<file path="src/rtl/pidp_pkg.sv">
`timescale 1ns / 1ps

package pidp_pkg;

  localparam int unsigned GainW    = 32;
  localparam int unsigned PeriodW  = 16;
  localparam int unsigned TickW    = 8;
  localparam int unsigned DataW    = 32;
  localparam int unsigned DriveW   = 22;
  localparam int unsigned CfgIdxW  = 2;
  localparam int unsigned CfgDataW = 32;

  localparam logic [DriveW-1:0]  OutMax      = 22'd2560000;
  localparam logic [DriveW-1:0]  OutMin      = 22'd0;
  localparam logic [PeriodW-1:0] PeriodReset = 16'd100;

  typedef enum logic [CfgIdxW-1:0] {
    REG_KP     = 2'd0,
    REG_KI     = 2'd1,
    REG_KD     = 2'd2,
    REG_PERIOD = 2'd3
  } reg_idx_t;

  typedef struct packed {
    logic [TickW-1:0]        tick_ms;
    logic signed [DataW-1:0] setpoint;
    logic signed [DataW-1:0] measurement;
  } in_t;

  typedef struct packed {
    logic [DriveW-1:0] drive;
    logic              stepped;
  } out_t;

  typedef struct packed {
    logic signed [GainW-1:0] kp;
    logic signed [GainW-1:0] ki;
    logic signed [GainW-1:0] kd;
    logic [PeriodW-1:0]      period_ms;
  } cfg_t;

  // Read a wrapped 32-bit sum as signed and clamp it to the drive range.
  function automatic logic [DriveW-1:0] clamp_out(input logic [DataW-1:0] v);
    logic [DriveW-1:0] r;
    if (v[DataW-1]) begin
      r = OutMin;
    end else if (v > {{(DataW-DriveW){1'b0}}, OutMax}) begin
      r = OutMax;
    end else begin
      r = v[DriveW-1:0];
    end
    return r;
  endfunction

endpackage

</file>
<file path="src/rtl/pidp_cfg_regs.sv">
`timescale 1ns / 1ps

module pidp_cfg_regs (
  input  logic                            clk,
  input  logic                            rst_n,
  input  logic                            cfg_we,
  input  logic [pidp_pkg::CfgIdxW-1:0]    cfg_index,
  input  logic [pidp_pkg::CfgDataW-1:0]   cfg_wdata,
  output pidp_pkg::cfg_t                  cfg
);

  pidp_pkg::cfg_t cfg_r;
  pidp_pkg::cfg_t cfg_nxt;

  always_comb begin
    cfg_nxt = cfg_r;
    if (cfg_we) begin
      case (pidp_pkg::reg_idx_t'(cfg_index))
        pidp_pkg::REG_KP:     cfg_nxt.kp        = cfg_wdata;
        pidp_pkg::REG_KI:     cfg_nxt.ki        = cfg_wdata;
        pidp_pkg::REG_KD:     cfg_nxt.kd        = cfg_wdata;
        pidp_pkg::REG_PERIOD: cfg_nxt.period_ms = cfg_wdata[pidp_pkg::PeriodW-1:0];
        default:              cfg_nxt = cfg_r;
      endcase
    end
  end

  always_ff @(posedge clk) begin
    if (!rst_n) begin
      cfg_r.kp        <= '0;
      cfg_r.ki        <= '0;
      cfg_r.kd        <= '0;
      cfg_r.period_ms <= pidp_pkg::PeriodReset;
    end else begin
      cfg_r <= cfg_nxt;
    end
  end

  assign cfg = cfg_r;

endmodule

</file>
<file path="src/rtl/pidp_step.sv">
`timescale 1ns / 1ps

module pidp_step (
  input  logic            clk,
  input  logic            rst_n,
  input  logic            en,
  input  pidp_pkg::cfg_t  cfg,
  input  pidp_pkg::in_t   item,
  output pidp_pkg::out_t  result
);

  logic [pidp_pkg::PeriodW-1:0] elapsed_r;
  logic [pidp_pkg::PeriodW-1:0] elapsed_nxt;
  logic [pidp_pkg::DataW-1:0]   prev_err_r;
  logic [pidp_pkg::DataW-1:0]   prev_err_nxt;
  logic [pidp_pkg::DriveW-1:0]  integ_r;
  logic [pidp_pkg::DriveW-1:0]  integ_nxt;
  logic [pidp_pkg::DriveW-1:0]  held_r;
  logic [pidp_pkg::DriveW-1:0]  held_nxt;

  logic [pidp_pkg::PeriodW:0]   sum;
  logic [pidp_pkg::PeriodW-1:0] rem;
  logic                         step;
  logic [pidp_pkg::DataW-1:0]   err;
  logic [pidp_pkg::DataW-1:0]   delta;
  logic [pidp_pkg::DataW-1:0]   p_term;
  logic [pidp_pkg::DataW-1:0]   i_term;
  logic [pidp_pkg::DataW-1:0]   d_term;
  logic [pidp_pkg::DataW-1:0]   integ_sum;
  logic [pidp_pkg::DriveW-1:0]  integ_clamped;
  logic [pidp_pkg::DataW-1:0]   out_sum;

  always_comb begin
    // Compare at one bit above the counter so a carry still counts.
    sum  = {1'b0, elapsed_r}
         + {{(pidp_pkg::PeriodW+1-pidp_pkg::TickW){1'b0}}, item.tick_ms};
    rem  = sum[pidp_pkg::PeriodW-1:0] - cfg.period_ms;
    step = (sum >= {1'b0, cfg.period_ms});

    err    = unsigned'(item.setpoint) - unsigned'(item.measurement);
    delta  = err - prev_err_r;
    p_term = pidp_pkg::DataW'(err * unsigned'(cfg.kp));
    i_term = pidp_pkg::DataW'(err * unsigned'(cfg.ki));
    d_term = pidp_pkg::DataW'(delta * unsigned'(cfg.kd));

    integ_sum     = {{(pidp_pkg::DataW-pidp_pkg::DriveW){1'b0}}, integ_r} + i_term;
    integ_clamped = pidp_pkg::clamp_out(integ_sum);
    out_sum       = p_term
                  + {{(pidp_pkg::DataW-pidp_pkg::DriveW){1'b0}}, integ_clamped}
                  + d_term;

    elapsed_nxt  = step ? rem : sum[pidp_pkg::PeriodW-1:0];
    prev_err_nxt = step ? err : prev_err_r;
    integ_nxt    = step ? integ_clamped : integ_r;
    held_nxt     = step ? pidp_pkg::clamp_out(out_sum) : held_r;
  end

  always_ff @(posedge clk) begin
    if (!rst_n) begin
      elapsed_r  <= '0;
      prev_err_r <= '0;
      integ_r    <= '0;
      held_r     <= '0;
    end else if (en) begin
      elapsed_r  <= elapsed_nxt;
      prev_err_r <= prev_err_nxt;
      integ_r    <= integ_nxt;
      held_r     <= held_nxt;
    end
  end

  assign result.drive   = held_nxt;
  assign result.stepped = step;

endmodule

</file>
<file path="src/rtl/pid_controller_periodic_core.sv">
`timescale 1ns / 1ps
// Path: out_valid rises once the accepted input beat moves from the input register
//   to the result register; while the result register stalls, the beat waits in in_r.
// Throughput: one tick per cycle while out_stall is low; the three 32x32 multiplies,
//   integrator add and two clamps sit in one stage after the input register.
// Reset (rst_n, synchronous, active low): both stages empty, counter, integrator,
//   previous error and held drive cleared, gains zero, period back to 100 ms.

module pid_controller_periodic_core (
  input  logic                            clk,
  input  logic                            rst_n,
  // input channel
  input  logic                            in_valid,
  output logic                            in_stall,
  input  pidp_pkg::in_t                   in_data,
  // result channel
  output logic                            out_valid,
  input  logic                            out_stall,
  output pidp_pkg::out_t                  out_data,
  // configuration write port
  input  logic                            cfg_we,
  input  logic [pidp_pkg::CfgIdxW-1:0]    cfg_index,
  input  logic [pidp_pkg::CfgDataW-1:0]   cfg_wdata
);

  pidp_pkg::cfg_t cfg;
  pidp_pkg::in_t  in_r;
  logic           in_v_r;
  pidp_pkg::out_t out_r;
  logic           out_v_r;
  pidp_pkg::out_t result;
  logic           advance;
  logic           load;

  // Advance the whole pipe whenever the result register is free or drains now.
  assign advance = !out_v_r || !out_stall;
  // Take a new beat into the input register if it is empty or moves on this edge.
  assign load    = !in_v_r || advance;
  assign in_stall = !load;

  pidp_cfg_regs u_cfg (
    .clk       (clk),
    .rst_n     (rst_n),
    .cfg_we    (cfg_we),
    .cfg_index (cfg_index),
    .cfg_wdata (cfg_wdata),
    .cfg       (cfg)
  );

  // Controller state updates only when its tick leaves for the result register.
  pidp_step u_step (
    .clk    (clk),
    .rst_n  (rst_n),
    .en     (advance && in_v_r),
    .cfg    (cfg),
    .item   (in_r),
    .result (result)
  );

  always_ff @(posedge clk) begin
    if (!rst_n) begin
      in_v_r <= 1'b0;
    end else if (load) begin
      in_v_r <= in_valid;
    end
  end

  // Payload registers: hold unless a new beat lands.
  always_ff @(posedge clk) begin
    if (load && in_valid) begin
      in_r <= in_data;
    end
  end

  always_ff @(posedge clk) begin
    if (!rst_n) begin
      out_v_r <= 1'b0;
    end else if (advance) begin
      out_v_r <= in_v_r;
    end
  end

  always_ff @(posedge clk) begin
    if (advance && in_v_r) begin
      out_r <= result;
    end
  end

  assign out_valid = out_v_r;
  assign out_data  = out_r;

endmodule

</file>
<file path="config.mk">
export PLATFORM = sky130hd
export DESIGN_NAME = pid_controller_periodic_core
export DESIGN_NICKNAME = d
export VERILOG_FILES = /design/src/rtl/pidp_pkg.sv /design/src/rtl/pidp_cfg_regs.sv /design/src/rtl/pidp_step.sv /design/src/rtl/pid_controller_periodic_core.sv
export SDC_FILE = /design/constraint.sdc
export NUM_CORES = 2
export LEC_CHECK = 0
export BUFFER_PORTS_ARGS = -buffer_cell sky130_fd_sc_hd__buf_2
export CAP_MARGIN = 20
export CORE_UTILIZATION = 25
export DETAILED_ROUTE_END_ITERATION = 8
export HOLD_SLACK_MARGIN = 0.1
export SYNTH_ARGS = -nofsm -noshare
export SYNTH_HDL_FRONTEND = slang
export SYNTH_HIERARCHICAL = 1
export SYNTH_SLANG_ARGS = --single-unit
</file>
<file path="constraint.sdc">
create_clock -name clk -period 33.8 [get_ports clk]
set_clock_uncertainty 0.15 [all_clocks]
set_input_delay 0 -clock clk [delete_from_list [all_inputs] [get_ports clk]]
set_output_delay 0 -clock clk [all_outputs]
set_load 0.01 [all_outputs]
</file>
==> run_results.csv <==
group,metric,value,unit
logic_synthesis,synth_cell_type_count,82,
routing,drc,0,
worst_hold_path,hp-class,"in -> reg",
grt,grt_pass1_wl,302000,um
logic_synthesis,syn_avg_cell_area,9.06,um^2
power,p_sw_share,57.7,%
logic_synthesis,synth_seq_cells,301,
finish,layout-drive-gt1-share,5.02,%
timing,hold_viol,0,
cts,clk_path_buf_depth,3,
worst_setup_path,slowest_stage,"nor2_1",
routing,via_count,48300,
worst_setup_path,r2r-start,"in_r[42]$_DFFE_PP_",
timing,slew_viol_final,0,
finish,area_growth,12.3,%
worst_setup_path,cp-start-kind,"flip-flop",
power,powerDensity,88.2,nW/um^2
grt,first_global_vias,51300,
logic_synthesis,post-synth-top-area-cell,"fa_1",
cts,post_cts_buffers,0,
routing,drt_pass1_iterations,7,
timing,relSlewSlack,23.2,%
logic_synthesis,ys.flop_type,"dfxtp_1",
timing,finalSetupViolations,0,
grt,use_met2,23.9,%
timing,fin_setup_tns,0,ps
worst_setup_path,critPathKind,"reg -> reg",
cts,cts_root_buf,"clkbuf_16",
logic_synthesis,synth_area,65200,um^2
grt,grt_usage,14.7,%
routing,via_per_inst,4.49,
cts,cts_made_buffers,34,
power,power,6.45,mW
worst_setup_path,arrival,19380,ps
power,power_leakage,35.6,nW
routing,drt_iter0_drc,3370,
grt,grt_max_degree,75,
outcome,run_status,"complete, no violations",
floorplan,rows,187,
power,p_sw,3.72,mW
timing,grt_setup_unrepaired,"no",
worst_setup_path,cp-startpoint,"in_r[42]$_DFFE_PP_",
cts,clk_latency,610,ps
cts,clk_pin_slew,60,ps
timing,worstMarginPinSlew,1150,ps
worst_setup_path,cpMostUsedCell,"fa_1",
logic_synthesis,synth_edf_count,95,
routing,routed_wl,190000,um
power,power_frac_comb,86.0,%
worst_setup_path,end_kind,"flip-flop",
finish,nNetsFinal,9244,
worst_setup_path,cpPeakStageDelay,870,ps
grt,busiest_layer,"met2",
floorplan,die_area,263000,um^2
logic_synthesis,yosysWarnings,6,
logic_synthesis,ys_top_cells_by_area,"fa_1 41%, ha_1 9.4%, inv_1 9.2%",
power,seq_power_share,7.2,%
timing,period_share,56.2,%
floorplan,die_w,513,um
grt,antenna_found_initial,2,
logic_synthesis,yosysTopAreaCellShare,40.7,%
grt,grtUsageMet1,20.4,%
timing,min_period,19000,ps
place,placed_cell_area,69800,um^2
worst_hold_path,hold_start,"out_stall",
floorplan,die_h,513,um
floorplan,core_area,259000,um^2
power,internal-power,2.73,mW
cts,cts_tree,"done",
floorplan,ios,136,
logic_synthesis,yosysSeqAreaShare,10.7,%
finish,num-fill-cells,27400,
run,maxCapViolations,0,
routing,routedWlPerCell,17.7,um
grt,grt-ovfl-total,0,
place,hpwlAfterDp,147000,um
finish,final_area,73200,um^2
power,power_frac_clock,6.8,%
cts,htreeDepth,2,
worst_setup_path,cp.required,34180,ps
timing,fmax,0.0526,GHz
place,portBuffers,135,
logic_synthesis,netlist_instances,7198,
power,ir_drop,0.276,mV
logic_synthesis,syn_nets,9123,
place,gp_congestion,0.919,
routing,drt.antenna.violating_nets,0,
cts,clock_sinks,301,
floorplan,start_util,25.1,%
worst_setup_path,path_max_fanout,16,
finish,final_core_util,28.2,%
grt,grtUsageMet3,2.41,%
logic_synthesis,async_flop_share,0,%
## final cells by class
class | instances | area, um^2 | share of cell area [%]
repair buffers | 442 | 3590 | 4.91
clock inverters | 23 | 365 | 0.499
well taps | 3402 | 4260 | 5.82
flip-flops and latches | 301 | 6980 | 9.53
diodes | 3 | 7.51 | 0.0103
inverters | 1607 | 6030 | 8.24
clock buffers | 38 | 876 | 1.20
multi-input cells | 4933 | 51100 | 69.8
## what timing repair did
action / in CTS / in global routing
endpoints found under the hold margin: 213 / 0
hold buffers: 195 / 0
gates resized for setup: 0 / 0
## power groups by stage
stage / logic, mW / registers [mW] / clock network (mW)
2_1_floorplan: 3.74 / 0.453 / 0
3_3_place_gp: 5.36 / 0.473 / 0
3_5_place_dp: 5.37 / 0.473 / 0
4_1_cts: 5.42 / 0.466 / 0.442
5_1_grt: 6.03 / 0.470 / 0.456
6_report: 5.55 / 0.465 / 0.437
## sequential cells by signal, indices dropped and copies added (netlist names)
name / flops
u_step/prev_err_r: 32
u_step/held_r: 22
u_step/elapsed_r: 16
out_valid: 1
out_data: 23
in_v_r: 1
u_step/integ_r: 22
in_r: 72
u_cfg/cfg: 112
## synthesized netlist by cell type, types with 14 or more instances
master and n:
o21bai_1 26, nor2_1 93, clkbuf_1 313, nor3_1 35
dfxtp_1 206, a22o_1 33, and3_1 44, ha_1 489
o21a_1 31, mux2i_1 115, xnor2_1 175, o21ai_1 14
nor2b_1 125, edfxtp_1 95, a211oi_1 26, nand2b_1 40
o31ai_1 22, a21o_1 58, xnor3_1 26, o211ai_1 17
nand4_1 17, a21oi_1 151, a31oi_1 15, buf_2 16
nand3_1 29, inv_1 1605, xor2_1 79, and2_1 537
fa_1 1325, nand2_1 1212, o21ai_0 75
## layer usage
metal  wire [um]  vias to the layer above
met5           0                        -
met4        5040                        0
met3       13600                      264
met2       87100                     1583
met1       84700                    24700
li1            -                    21700
## layout by cell type (no fill, tap or decap), types with 68 or more instances in the layout
master / Yosys / layout
edfxtp_1: 95 / 95
nand2_1: 1212 / 1212
fa_1: 1325 / 1324
and2_1: 537 / 537
mux2i_1: 115 / 115
ha_1: 489 / 488
a21oi_1: 151 / 148
xnor2_1: 175 / 155
xor2_1: 79 / 68
buf_2: 16 / 134
buf_4: 3 / 107
inv_1: 1605 / 1605
nor2b_1: 125 / 123
dlygate4sd3_1: 0 / 195
nor2_1: 93 / 89
o21ai_0: 75 / 75
dfxtp_1: 206 / 206
## kinds of logic after synthesis
family | after synthesis | synth area share [%]
and+or+nand+nor | 2180 | 15.9
buffers and inverters | 1964 | 11.6
muxes | 116 | 1.78
DFF | 301 | 10.7
xor gates and xnor gates | 284 | 4.43
adders and majority gates | 1814 | 50.1
AOI/OAI and AO/OA | 539 | 5.47
## final timing paths
path | depth (start not counted) | end | slack (ps)
max | 56 | u_step/held_r[1]$_SDFFE_PN0P_ | 14800
min | 4 | out_valid$_SDFFE_PN0P_ | 160
min reg2reg | 2 | u_step/held_r[19]$_SDFFE_PN0P_ | 310
max reg2reg | 56 | u_step/held_r[1]$_SDFFE_PN0P_ | 14800
## critical path: cells and delay by family, from the launching register on
kind	cells	cell delay (ps)
AOI/OAI and AO/OA	12	2690
xor gates and xnor gates	15	4330
DFF	1	380
and+or+nand+nor	6	2910
buffers and inverters	7	540
adders and majority gates	16	7920
## per-stage QoR
step           worst slack (ps)  hold WS, ps  cells
2_1_floorplan             17200        -51.1   7198
4_1_cts                   14770          121  10700
3_5_place_dp              14770         28.1  10500
6_report                  14800          165  10700
3_3_place_gp              15010         26.1  10500
5_1_grt                   13600          187  10700
Power figures use the tool's default switching activity.
